## config.mk

```make
export PLATFORM = sky130hd
export DESIGN_NAME = kmmst_ram
export DESIGN_NICKNAME = d
export VERILOG_FILES = /design/src/rtl/kmmst_ram.sv
export SDC_FILE = /design/constraint.sdc
export NUM_CORES = 1
export LEC_CHECK = 0
export BUFFER_PORTS_ARGS = -buffer_cell sky130_fd_sc_hd__buf_2
export CAP_MARGIN = 20
export CORE_ASPECT_RATIO = 1.5
export CORE_UTILIZATION = 35
export CTS_BUF_LIST = sky130_fd_sc_hd__clkbuf_16
export CTS_CLUSTER_SIZE = 20
export DETAILED_ROUTE_END_ITERATION = 16
export PLACE_DENSITY = 0.56
export SKIP_LAST_GASP = 1
export SYNTH_ARGS = -nofsm -noshare
export SYNTH_HDL_FRONTEND = slang
export SYNTH_SLANG_ARGS = --single-unit
```

## constraint.sdc

```tcl
create_clock -name clk -period 1.8 [get_ports clk]
set_input_delay 0.36 -clock clk [delete_from_list [all_inputs] [get_ports clk]]
set_output_delay 0.36 -clock clk [all_outputs]
set_load 0.01 [all_outputs]
```

## src/rtl/kmmst_ram.sv

```systemverilog
// ----------------------------------------------------------------------------
// kmmst_ram
// Simple dual-port RAM: one write port, one read port with registered data.
// ----------------------------------------------------------------------------
module kmmst_ram #(
	parameter int WIDTH = 8,
	parameter int DEPTH = 16,
	parameter int AW    = $clog2(DEPTH)
) (
	input  logic             clk,
	input  logic             wr_en,
	input  logic [AW-1:0]    wr_addr,
	input  logic [WIDTH-1:0] wr_data,
	input  logic             rd_en,
	input  logic [AW-1:0]    rd_addr,
	output logic [WIDTH-1:0] rd_data
);

	logic [WIDTH-1:0] mem [DEPTH];

	// Write port
	always_ff @(posedge clk) begin
		if (wr_en) begin
			mem[wr_addr] <= wr_data;
		end
	end

	// Read port, data held while not enabled
	always_ff @(posedge clk) begin
		if (rd_en) begin
			rd_data <= mem[rd_addr];
		end
	end

endmodule

```

==> results of run 1 <==
-- report_power, final --
group	total, uW	switching (uW)	internal [uW]
registers	3580	16.4	3570
logic	339	189	150
clock network	3610	1290	2320
total	7530	1490	6040
-- routing by layer --
metal  part of all wire (%)  vias up  GRT usage (%)
met1                     40     1245           15.0
li1                       -     1105              -
met5                      0        -              0
met4                    2.6        0           7.32
met2                     54       63           25.1
met3                    3.4       18           3.39
-- flip-flops by register name, summed over array words and instances, names as in the netlist --
| register | count |
|---|---|
| rd_data | 8 |
| mem | 128 |
-- worst reg2reg max path, delay by kind of cell (launching register included) --
family             cells  cell delay, ns
and+or+nand+nor        1            0.10
muxes                  1            0.52
DFF                    1            0.35
AOI/OAI and AO/OA      1            0.27
-- synthesized netlist by cell type (all sizes together) --
library cell and instances:
or3b 1, clkdlybuf4s25 3, mux4 32, nor2 13, and2b 1, and2 1, nand3b 2, edfxtp 136
nand2b 2, nor2b 1, a22oi 16, nor3 4, nand3 1, nand2 9, buf 7
-- cell families after synthesis --
kind of cell,Yosys count,share of synthesized area (%)
AO/OA/AOI/OAI,16,2.30
AND/OR/NAND/NOR,35,3.14
multiplexers,32,14.8
buffers and inverters,10,1.65
flip-flops,136,78.1
-- cell type report --
cell class	count	area, um2	share of cell area (%)
flip-flops and latches	136	4080	64.0
multi-input cells	83	1060	16.6
clock buffers	17	425	6.66
repair buffers	53	370	5.80
well taps	196	245	3.84
clock inverters	14	198	3.10
-- how the worst max path moves through the flow --
stage,startpoint,end,slack [ns],cells past startpoint
after floorplan,rd_addr[0],rd_data[1]$_DFFE_PP_,0.16,5
after global placement,rd_addr[0],rd_data[5]$_DFFE_PP_,-0.12,5
after detailed placement,rd_addr[0],rd_data[5]$_DFFE_PP_,-0.12,5
after CTS,mem[1][5]$_DFFE_PP_,rd_data[5]$_DFFE_PP_,0.30,3
after global routing,mem[1][5]$_DFFE_PP_,rd_data[5]$_DFFE_PP_,0.20,3
final,mem[1][5]$_DFFE_PP_,rd_data[5]$_DFFE_PP_,0.31,3
-- through the flow --
stage	setup TNS, ns	worst slack, ns	hold WS, ns	utilization, %	area [um2]
after floorplan	0	0.158	0.459	-	5230
after global placement	-0.374	-0.122	0.730	39.5	5760
after detailed placement	-0.441	-0.116	0.737	39.5	5760
after CTS	0	0.300	0.305	43.8	6380
after global routing	0	0.200	0.303	43.8	6380
final	0	0.306	0.306	43.8	6380
==> flow_summary.json, run 1 <==
{
  "clock-sinks": 136,
  "dieArea_mm2": 0.0154,
  "grt_max_degree": 28,
  "syn_area_mm2": 0.00523,
  "cts_tree": "built",
  "critPathKind": "register to register",
  "synth_seq_cells": 136,
  "start_util_pct": 35.8,
  "slowest_delay_ns": 0.52,
  "final_cell_mix": "136 x edfxtp_1, 26 x buf_2, 24 x buf_4, 18 x mux4_2, 17 x clkbuf_16",
  "r2r_setup_slack_ns": 0.31,
  "die_height_um": 152,
  "p_per_area_mw_per_mm2": 1180,
  "cts_resized": 0,
  "end_kind": "register",
  "final_nets": 310,
  "cp_num_buf_inv": 0,
  "leakagePower_uw": 0.00216,
  "cp_data_required_time_ns": 1.95,
  "final_common_cell": "edfxtp_1",
  "dp_hpwl_um": 6690,
  "final_antenna_net_count": 0,
  "wl_um": 9750,
  "nFillCells": 1268,
  "grt_pass1_vias": 2540,
  "drt-wirelength-per-cell_um": 19.5,
  "ir_worst_vdd_uv": 491,
  "post-cts-setup-buffers": 0,
  "routabilityCongestion": 0.710,
  "insertion_delay_ns": 0.41,
  "drv_slew": 0,
  "max_freq_ghz": 0.669,
  "hold_path_end": "rd_data[3]$_DFFE_PP_",
  "report.power.total_uw": 7530,
  "cts_root_buf": "clkbuf_16",
  "die_w_um": 102,
  "synth_warnings": 0,
  "synthesis.nets": 248,
  "drive_gt1_share_pct": 34.0,
  "drc": 0,
  "arrival_ns": 1.65,
  "critPathLaunchType": "register",
  "grt.total_usage_pct": 14.0,
  "portBuffers": 26,
  "path_cells": "mux4_1, a22oi_1, nand2_1",
  "grt_pass1_wl_um": 14600,
  "slew_headroom_pct": 49.7,
  "io_pins": 27,
  "synth-seq-area-share_pct": 78.1,
  "period_needed_ns": 1.49,
  "critPathSlowestCell": "mux4_1",
  "core.rowCount": 54,
  "htree_levels": 4,
  "dr.pass1.iters": 4,
  "place_inst": 468,
  "synth_cell_types": 18,
  "reg2reg_to": "rd_data[5]$_DFFE_PP_",
  "via_per_inst": 4.87,
  "vias": 2431,
  "netlist_instances": 229,
  "final_cells": 499,
  "core_mm2": 0.0146,
  "avgSynthCellArea_um2": 22.8,
  "postCtsHoldBufs": 0,
  "min_path_cells": 1,
  "rsz0062_at_grt": "no",
  "status": "complete, no violations",
  "period_share_pct": 83.0,
  "crit_family": "multiplexers",
  "grt-ovfl-total": 0,
  "cts_buffer_depth": 2,
  "worstHoldStart": "rd_en",
  "setup_viol": 0,
  "crit_fanout": 1,
  "tightest_slew_ns": 0.752,
  "post-synth-top-area-cell": "edfxtp_1",
  "r2r_start": "mem[1][5]$_DFFE_PP_",
  "cts_buffers": 17,
  "antenna_found_initial": 0,
  "synthToLayoutAreaGrowth_pct": 22.1,
  "antennaDiodeCount": 0,
  "synth_top_area_share_pct": 78.1,
  "synth.top_cells.by_area": "edfxtp_1 78%, mux4_2 7.8%, mux4_1 7.0%, a22oi_1 2.3%, nor2_1 0.93%",
  "final_hold_viol_count": 0,
  "clkTransAtPathRegs_ns": 0.06,
  "maxCapViolCount": 0,
  "finalClockSkew_ns": 0.00503,
  "ff2ff_path_depth": 3,
  "hp-class": "input pin to register",
  "first_iter_violations": 149
}
Note: power is estimated with default switching activity, not from simulation.
==> run 2: changes to the inputs <==
ABC_AREA = 1   (was default)
clock period = 1.3 ns   (was 1.8 ns; I/O delays follow)
==> flow_summary.json, run 2 <==
{
  "vias": 3845,
  "synth_top_area_share_pct": 69.8,
  "die_w_um": 108,
  "grt-ovfl-total": 0,
  "slew_headroom_pct": 76.4,
  "hp-class": "input pin to register",
  "antennaDiodeCount": 0,
  "netlist_instances": 551,
  "synthesis.nets": 570,
  "yosysMostFrequentCell": "nand2_1",
  "arrival_ns": 0.98,
  "cts_tree": "built",
  "first_iter_violations": 194,
  "multi_input_area_mm2": 0.00121,
  "portBuffers": 26,
  "core.rowCount": 57,
  "dr.pass1.iters": 5,
  "final_hold_viol_count": 0,
  "synth.top_cells.by_area": "edfxtp_1 70%, nand2_1 11%, nand3_1 8.3%, inv_1 6.4%, buf_6 1.2%",
  "final_common_cell": "nand2_1",
  "critPathKind": "register to output port",
  "insertion_delay_ns": 0.41,
  "crit_family": "flip-flops",
  "synth_seq_cells": 136,
  "routabilityCongestion": 0.854,
  "synth_common_cells": "173 x nand2_1, 136 x edfxtp_1, 100 x inv_1, 97 x nand3_1, 17 x nor2_1",
  "final_cell_mix": "173 x nand2_1, 136 x edfxtp_1, 101 x inv_1, 97 x nand3_1, 29 x buf_4",
  "syn_area_mm2": 0.00585,
  "synth_cell_types": 11,
  "tightest_slew_ns": 0.355,
  "synthToLayoutAreaGrowth_pct": 19.9,
  "largest_reg_flops": 128,
  "max_freq_ghz": 0.806,
  "p_per_area_mw_per_mm2": 1470,
  "drive_gt1_share_pct": 14.8,
  "avgSynthCellArea_um2": 10.6,
  "drc": 0,
  "synthFlopType": "edfxtp_1",
  "final_nets": 627,
  "setup_viol": 0,
  "cts_buffer_depth": 2,
  "critPathLaunchType": "register",
  "core_mm2": 0.0163,
  "place_inst": 795,
  "critPathSlowestCell": "edfxtp_1",
  "drv_slew": 0,
  "top_register": "mem",
  "grt_max_degree": 36,
  "post-synth-top-area-cell": "edfxtp_1",
  "wl_um": 13200,
  "cp_num_buf_inv": 1,
  "clock-sinks": 136,
  "start_util_pct": 36.0,
  "final_cell_area_mm2": 0.00701,
  "dieArea_mm2": 0.0172,
  "status": "complete, no violations",
  "synth-edff-count": 136,
  "fin_util_pct": 43.1,
  "grt_pass1_wl_um": 20700,
  "place_area_mm2": 0.00643,
  "final_cells": 827,
  "final_antenna_net_count": 0,
  "post-cts-setup-buffers": 0,
  "nFillCells": 1530,
  "maxCapViolCount": 0,
  "via_per_inst": 4.65,
  "async_reset_ff_share_pct": 0,
  "clkTransAtPathRegs_ns": 0.06,
  "synth_warnings": 0,
  "postCtsHoldBufs": 0,
  "grt.total_usage_pct": 16.6,
  "grt_pass1_vias": 3893,
  "htree_levels": 4,
  "cts_resized": 0,
  "reg_top3": "mem (128), rd_data (8)",
  "antenna_found_initial": 0,
  "die_height_um": 160,
  "rsz0062_at_grt": "no",
  "cp_data_required_time_ns": 1.04,
  "drt-wirelength-per-cell_um": 15.9,
  "finalClockSkew_ns": 0.00418,
  "period_share_pct": 95.4,
  "dp_hpwl_um": 9160,
  "io_pins": 27,
  "crit_fanout": 1,
  "ir_worst_vdd_uv": 725,
  "cts_buffers": 17,
  "leakagePower_uw": 0.00302,
  "synth-seq-area-share_pct": 69.8,
  "end_kind": "output port",
  "path_cells": "buf_2",
  "regArea_mm2": 0.00408,
  "slowest_delay_ns": 0.41,
  "period_needed_ns": 1.24,
  "cts_root_buf": "clkbuf_16"
}
-- run 2: path summary, 6_finish.rpt --
check / start / end / slack (ns) / cells after the start
setup / recovery: rd_data[1]$_DFFE_PP_ / rd_data[1] / 0.06 / 1
hold / removal: rd_en / rd_data[3]$_DFFE_PP_ / 0.22 / 1
setup reg to reg: mem[5][5]$_DFFE_PP_ / rd_data[5]$_DFFE_PP_ / 0.12 / 6
hold reg to reg: mem[12][2]$_DFFE_PP_ / rd_data[2]$_DFFE_PP_ / 0.74 / 6
-- run 2: metrics by stage --
step	setup TNS [ns]	hold WS, ns	setup WS, ns	total power [uW]
after floorplan	0	0.359	0.0892	5410
after global placement	-1.81	0.630	-0.164	5710
after detailed placement	-2.51	0.630	-0.180	5720
after CTS	0	0.196	0.0343	10400
after global routing	0	0.213	0.0324	10700
final	0	0.217	0.0596	10300
-- run 2: where the power goes --
group          internal, uW  leakage, uW  switching, uW  total [uW]
Sequential             4940      0.00124           25.5        4970
Clock                  2980     0.000275           1730        4710
Combinational           219      0.00151            432         651
Total                  8140      0.00302           2190       10300
-- run 2: cells by family (layout without fill, tap and decap cells) --
| logic type | after synthesis | after routing | synth area share (%) |
|---|---|---|---|
| flops | 136 | 136 | 69.8 |
| buf+inv | 126 | 196 | 9.39 |
| simple gates | 289 | 289 | 20.8 |
-- run 2: area by class of cell --
class	instances	area share, %
clock inverters	15	2.30
repair buffers	62	6.96
well taps	206	3.68
clock buffers	17	6.07
multi-input cells	289	17.3
flip-flops and latches	136	58.2
inverters	102	5.46
-- run 2: per-layer routing --
metal  wire (um)  up-vias  track usage [%]
met5           0        -                0
met4         421        0             9.09
met3         468       26             2.72
met2        7140       75             30.1
met1        5130     1853             18.0
li1            -     1891                -
