==> config.mk <==
export PLATFORM = sky130hd
export DESIGN_NAME = kmmst_upd
export DESIGN_NICKNAME = d
export VERILOG_FILES = /design/src/rtl/kmmst_pkg.sv /design/src/rtl/kmmst_upd.sv
export SDC_FILE = /design/constraint.sdc
export NUM_CORES = 1
export LEC_CHECK = 0
export BUFFER_PORTS_ARGS = -buffer_cell sky130_fd_sc_hd__buf_2
export CAP_MARGIN = 40
export CORE_AREA = 2 2 167 169
export DETAILED_ROUTE_END_ITERATION = 6
export DIE_AREA = 0 0 169 171
export GPL_ROUTABILITY_DRIVEN = 0
export GPL_TIMING_DRIVEN = 1
export REMOVE_ABC_BUFFERS = 1
export SYNTH_ARGS = -nofsm -noshare
export SYNTH_HDL_FRONTEND = slang
export SYNTH_SLANG_ARGS = --single-unit
==> constraint.sdc <==
create_clock -name vclk -period 9.9
set_input_delay 0.99 -clock vclk [all_inputs]
set_output_delay 0.99 -clock vclk [all_outputs]
set_load 0.005 [all_outputs]
==> src/rtl/kmmst_pkg.sv <==
// ----------------------------------------------------------------------------
// kmmst_pkg
// Types, sizes and status codes of the keyed min/max/sum statistics table.
// ----------------------------------------------------------------------------
package kmmst_pkg;

	// Table geometry
	localparam int TABLE_ENTRIES = 256;
	localparam int IDX_W         = $clog2(TABLE_ENTRIES);
	localparam int CNT_W         = $clog2(TABLE_ENTRIES + 1);

	// Field widths
	localparam int KEY_W   = 32;
	localparam int VAL_W   = 32;
	localparam int SIDE_W  = 4;
	localparam int HCNT_W  = 32;
	localparam int SUM_W   = 48;
	localparam int EIDX_W  = 8;
	localparam int UNIQ_W  = 9;

	// Configuration port
	localparam int PADDR_W = 3;
	localparam int PDATA_W = 32;
	localparam logic ADDR_REC_EN = 1'b0;   // word select bit of the register

	// Result status codes
	localparam logic [1:0] ST_UPDATED  = 2'd0;
	localparam logic [1:0] ST_INSERTED = 2'd1;
	localparam logic [1:0] ST_FULL     = 2'd2;
	localparam logic [1:0] ST_DISABLED = 2'd3;

	typedef struct packed {
		logic signed [KEY_W-1:0]  stat_key;
		logic signed [VAL_W-1:0]  sample_value;
		logic        [SIDE_W-1:0] side_tag;
	} sample_t;

	typedef struct packed {
		logic        [1:0]        status;
		logic        [EIDX_W-1:0] entry_index;
		logic        [HCNT_W-1:0] hit_count;
		logic signed [VAL_W-1:0]  min_value;
		logic signed [VAL_W-1:0]  max_value;
		logic signed [SUM_W-1:0]  sum_value;
		logic        [UNIQ_W-1:0] unique_entries;
	} result_t;

	// One stored table entry
	typedef struct packed {
		logic        [KEY_W-1:0]  key;
		logic        [HCNT_W-1:0] cnt;
		logic signed [VAL_W-1:0]  mn;
		logic signed [VAL_W-1:0]  mx;
		logic signed [SUM_W-1:0]  sum;
		logic        [SIDE_W-1:0] side;
	} entry_t;

	localparam int ENTRY_W = $bits(entry_t);

	// Request to the entry update unit
	typedef struct packed {
		logic    insert;
		entry_t  old_entry;
		sample_t smp;
	} upd_req_t;

endpackage

==> src/rtl/kmmst_upd.sv <==
// ----------------------------------------------------------------------------
// kmmst_upd
// Entry update unit: saturating count and sum, signed min/max, fresh insert.
// ----------------------------------------------------------------------------
module kmmst_upd (
	input  kmmst_pkg::upd_req_t req,
	output kmmst_pkg::entry_t   new_entry
);
	import kmmst_pkg::*;

	logic [SUM_W:0]   sum_wide;
	logic [SUM_W-1:0] sum_sat;
	logic [SUM_W-1:0] val_ext;
	logic [HCNT_W-1:0] cnt_next;

	// Widen the sample to the sum width
	assign val_ext = {{(SUM_W-VAL_W){req.smp.sample_value[VAL_W-1]}}, req.smp.sample_value};

	// Add with one guard bit, clamp on overflow
	always_comb begin
		sum_wide = {req.old_entry.sum[SUM_W-1], req.old_entry.sum}
			+ {val_ext[SUM_W-1], val_ext};
		if (sum_wide[SUM_W] != sum_wide[SUM_W-1]) begin
			sum_sat = sum_wide[SUM_W] ? {1'b1, {(SUM_W-1){1'b0}}} : {1'b0, {(SUM_W-1){1'b1}}};
		end else begin
			sum_sat = sum_wide[SUM_W-1:0];
		end
	end

	// Hold the count at all ones
	assign cnt_next = (&req.old_entry.cnt) ? req.old_entry.cnt
		: req.old_entry.cnt + HCNT_W'(1);

	// Build the new entry
	always_comb begin
		new_entry.key  = req.smp.stat_key;
		new_entry.side = req.smp.side_tag;
		if (req.insert) begin
			new_entry.cnt = HCNT_W'(1);
			new_entry.mn  = req.smp.sample_value;
			new_entry.mx  = req.smp.sample_value;
			new_entry.sum = val_ext;
		end else begin
			new_entry.cnt = cnt_next;
			new_entry.mn  = ($signed(req.smp.sample_value) < $signed(req.old_entry.mn))
				? req.smp.sample_value : req.old_entry.mn;
			new_entry.mx  = ($signed(req.smp.sample_value) > $signed(req.old_entry.mx))
				? req.smp.sample_value : req.old_entry.mx;
			new_entry.sum = sum_sat;
		end
	end

endmodule

==> results of run 1 <==
final cells by class:
type	instances	area [sq um]	area share
diodes	4	10.0	0.00116
well taps	346	433	0.0502
inverters	85	319	0.0370
multi-input cells	812	6170	0.716
repair buffers	327	1690	0.196
cell families (layout without fill, tap and decap cells):
| group | Yosys count | count (layout) | share of synthesized area |
|---|---|---|---|
| AO/OA/AOI/OAI | 301 | 301 | 0.286 |
| AND/OR/NAND/NOR | 261 | 261 | 0.195 |
| buffers and inverters | 172 | 412 | 0.119 |
| adder cells (fa/ha/maj) | 115 | 115 | 0.207 |
| XOR/XNOR | 69 | 69 | 0.0865 |
| multiplexers | 66 | 66 | 0.106 |
| other | 0 | 4 | 0 |
how the worst max path moves through the flow:
stage	start	endpoint	cells past startpoint
2_1_floorplan	req[18]	new_entry[35]	15
3_3_place_gp	req[14]	new_entry[37]	17
3_5_place_dp	req[14]	new_entry[15]	17
4_1_cts	req[14]	new_entry[15]	17
5_1_grt	req[12]	new_entry[15]	17
6_report	req[10]	new_entry[22]	18
worst max-delay path: stages:
cell and delay, ps:
buf_2 170, ha_1 400, a21o_1 210, a21oi_1 240, o221ai_1 290, or4b_1 530
a31oi_1 270, nor4b_1 130, o21a_1 210, mux2i_1 180, nand2_1 70, ha_1 690
inv_1 580, a211o_1 670, buf_8 260, o211ai_1 100, o21a_1 200, buf_2 130
layer usage:
| layer | up-vias | track usage | wire length [um] |
|---|---|---|---|
| met5 | - | 0.0348 | 114 |
| met4 | 4 | 0.0531 | 822 |
| met3 | 42 | 0.0743 | 3200 |
| met2 | 386 | 0.325 | 13600 |
| met1 | 3783 | 0.252 | 13400 |
| li1 | 4058 | - | - |
Yosys cell counts, types with 11 or more instances:
master / count
xor2_1: 39
nor2_1: 62
a21oi_1: 92
ha_1: 114
nand3_1: 16
nand2_1: 67
and3_1: 11
a2bb2oi_1: 18
buf_4: 43
o211ai_1: 12
xnor2_1: 30
nand4_1: 42
o21a_1: 15
inv_1: 84
mux2_2: 54
o21ai_0: 41
a21o_1: 49
clkbuf_1: 33
power by group:
part	total, mW	internal [mW]	switching (mW)
Combinational	0.608	0.266	0.342
Clock	0.0000000543	0.0000000542	0
Sequential	0	0	0
per-stage QoR:
step           total power [mW]  cells
4_1_cts                   0.610   1570
3_5_place_dp              0.607   1570
2_1_floorplan             0.350    897
6_report                  0.608   1574
3_3_place_gp              0.592   1566
5_1_grt                   0.673   1573
==> run_results.csv, run 1 <==
group,metric,value,unit
cells_and_area,final.clkbuf_count,0,
critical_path,cp.arrival,6370,ps
critical_path,worst_setup_path_end_kind,"output pin",
sta,finalSetupTns,0,ps
synth,synth_top_cell_by_area,"ha_1",
global_routing,track_usage,0.202,
drt,drc,0,
synth,synth_cell_types,69,
cells_and_area,syn2layout_area_growth,23.4,%
power_and_ir_drop,irDropWorstVdd,0.0000363,V
drt,drt-total-wl,31.2,mm
drt,drt-pass1-iter-count,5,
placement,pre_cts_slack,2540,ps
floorplanning,initial_utilization,0.256,
global_routing,grt_pass1_wl,45.0,mm
placement,hpwlAfterDp,26.7,mm
floorplanning,dieWidth,169,um
sta,worst_pin_slew,852,ps
synth,seq_area_frac_synth,0,
clock_tree,post_cts_resized,0,
drt,drt-initial-drc-count,496,
clock_tree,post_cts_buffers,0,
drt,via_count,8273,
synth,synth_cells,984,
synth,synth_area,0.00698,sq mm
cells_and_area,finalCoreUtilization,0.315,
worst_hold_path,holdCritStartpoint,"req[61]",
floorplanning,num_rows,61,
flow_run,maxCapViolCount,0,
cells_and_area,num-nets-final,1590,
floorplanning,core_area,0.0273,sq mm
cells_and_area,final_common_cell,"buf_2",
global_routing,grt_pass1_vias,7988,
synth,synth_top_cell_area_share,0.204,
floorplanning,ioPinCount,429,
floorplanning,die-area,0.0289,sq mm
sta,max_freq,136,MHz
worst_hold_path,hold_path_class,"in -> out",
power_and_ir_drop,power.density,70.5,mW/mm^2
cells_and_area,stdcell_area,0.00862,sq mm
sta,slew_headroom,0.431,
critical_path,crit_fanout,21,
global_routing,grt-ovfl-total,0,
drt,routedWlPerCell,19.8,um
synth,synth_warnings,0,
sta,period_share,0.743,
sta,rsz0062_at_grt,"no",
power_and_ir_drop,leakage,4.46,nW
sta,min_period,7360,ps
outcome,outcome,"completed",
sta,fin_ws,2540,ps
worst_hold_path,min_to,"new_entry[173]",
critical_path,crit_type,"in -> out",
placement,placed_area,0.00861,sq mm
clock_tree,hold_buffers,0,
sta,finalSetupViolations,0,
cells_and_area,n_fill_cell,2989,
global_routing,grt_max_degree,71,
sta,slew_violations,0,
cells_and_area,seqCellArea,0,sq um
synth,syn_avg_cell_area,7.10,sq um
cells_and_area,most-common-layout-cells,"buf_2, ha_1, a21oi_1",
synth,synth.area.top_cells,"ha_1, mux2_2, a21oi_1",
cells_and_area,seq_cell_count,0,
sta,hold_violations,0,
cells_and_area,drive_gt1_frac,0.329,
critical_path,critPathLaunchType,"primary input",
critical_path,cp.required,8910,ps
sta,whs,1980,ps
drt,via_per_inst,5.26,
floorplanning,die_y,171,um
worst_hold_path,hold_depth,0,
drt,drtAntennaViolNets,0,
placement,portBuffers,321,
global_routing,antenna_found_initial,4,
Note: power is estimated with default switching activity, not from simulation.
==> run 2: changes to the inputs <==
==> constraint.sdc (replaced) <==
create_clock -name vclk -period 6
set_input_delay 0.6 -clock vclk [all_inputs]
set_output_delay 0.6 -clock vclk [all_outputs]
set_load 0.005 [all_outputs]
==> run 2 against run 1 <==
  * Hold slack worse by 780 ps
  * Core utilization increased by 0.12 points
  * Cell count is 0.32% higher
  * Critical endpoint is now new_entry[49]
==> run_results.csv, run 2 (same netlist as run 1, synthesis figures left out) <==
group,metric,value,unit
global_routing,grt_pass1_wl,45.7,mm
sta,finalSetupTns,0,ps
drt,drt-total-wl,31.7,mm
critical_path,startpoint,"req[14]",
critical_path,worst_setup_path_end_kind,"output pin",
power_and_ir_drop,power.density,117,mW/mm^2
sta,max_freq,184,MHz
clock_tree,post_cts_buffers,0,
critical_path,cp.required,5400,ps
sta,hold_violations,0,
drt,via_per_inst,5.29,
sta,worst_pin_slew,737,ps
cells_and_area,finalCoreUtilization,0.317,
sta,fin_ws,567,ps
power_and_ir_drop,leakage,4.50,nW
global_routing,track_usage,0.206,
cells_and_area,most-common-layout-cells,"buf_2, ha_1, a21oi_1",
floorplanning,core_area,0.0273,sq mm
placement,pre_cts_slack,563,ps
drt,drc,0,
floorplanning,dieWidth,169,um
power_and_ir_drop,irDropWorstVdd,0.0000689,V
cells_and_area,seqCellArea,0,sq um
drt,via_count,8355,
critical_path,cp.arrival,4830,ps
cells_and_area,num-nets-final,1598,
floorplanning,die_y,171,um
critical_path,critPathLaunchType,"primary input",
sta,whs,1200,ps
global_routing,grt-ovfl-total,0,
drt,drt-initial-drc-count,430,
critical_path,crit_fanout,20,
sta,rsz0062_at_grt,"no",
critical_path,endpoint,"new_entry[49]",
cells_and_area,final_common_cell,"buf_2",
global_routing,antenna_found_initial,2,
cells_and_area,drive_gt1_frac,0.334,
sta,slew_headroom,0.508,
drt,routedWlPerCell,20.1,um
sta,period_share,0.906,
cells_and_area,final.clkbuf_count,0,
floorplanning,ioPinCount,429,
cells_and_area,syn2layout_area_growth,23.9,%
flow_run,maxCapViolCount,0,
placement,place_inst,1578,
sta,slew_violations,0,
floorplanning,num_rows,61,
global_routing,grt_pass1_vias,7919,
critical_path,crit_type,"in -> out",
worst_hold_path,hold_path_class,"in -> out",
placement,hpwlAfterDp,27.3,mm
drt,drtAntennaViolNets,0,
sta,min_period,5430,ps
drt,drt-pass1-iter-count,5,
floorplanning,initial_utilization,0.256,
clock_tree,post_cts_resized,0,
cells_and_area,stdcell_count,1579,
global_routing,grt_max_degree,43,
floorplanning,die-area,0.0289,sq mm
sta,finalSetupViolations,0,
outcome,outcome,"completed",
placement,portBuffers,321,
clock_tree,hold_buffers,0,
cells_and_area,seq_cell_count,0,
run 2: cell count changes in the layout (fill, tap and decap cells not counted):
cell     previous run  this run
buf_12              1         0
buf_4               2        12
diode_2             4         1
buf_8               1         0
run 2: cell type report:
class / instances / area, sq um
Timing Repair Buffer: 335 / 1730
Fill cell: 3013 / 18700
Tap cell: 346 / 433
Multi-Input combinational cell: 812 / 6170
Antenna cell: 1 / 2.50
Inverter: 85 / 319
run 2: worst min path at each step:
stage	slack, ps	cells after the start	to	start
after detailed placement	1200	0	new_entry[169]	req[57]
after global routing	1200	0	new_entry[174]	req[62]
after CTS	1200	0	new_entry[169]	req[57]
after floorplan	1200	0	new_entry[0]	req[0]
after global placement	1200	0	new_entry[169]	req[57]
final	1200	0	new_entry[173]	req[61]
run 2: worst max-delay path: stages:
cell     delay (ps)
buf_2           180
ha_1            390
and3_1          250
nand4_1         110
a21oi_1         460
or4b_1          200
a31oi_1         110
nor4b_1         450
o21a_1          200
mux2i_1         210
nand2_1          80
ha_1            310
inv_1            80
buf_4           300
o21ai_0         330
buf_2           270
o21ai_0         170
buf_2           140
run 2: per-stage QoR:
stage          power (mW)  cell area, sq um
2_1_floorplan       0.578              6470
3_3_place_gp        0.994              8620
3_5_place_dp         1.01              8650
4_1_cts              1.02              8650
5_1_grt              1.12              8650
6_report             1.01              8650
run 2: per-layer routing:
layer | vias up | global-route usage | share of wire
met5 | - | 0.0296 | 0.0040
met4 | 4 | 0.0346 | 0.019
met3 | 38 | 0.0726 | 0.10
met2 | 354 | 0.342 | 0.44
met1 | 3883 | 0.257 | 0.43
li1 | 4076 | - | -
run 2: power by group:
group	internal, mW	leakage [nW]	switching [mW]
combinational	0.442	4.50	0.573
clock	0.0000000223	0.00000634	0
sequential	0	0	0
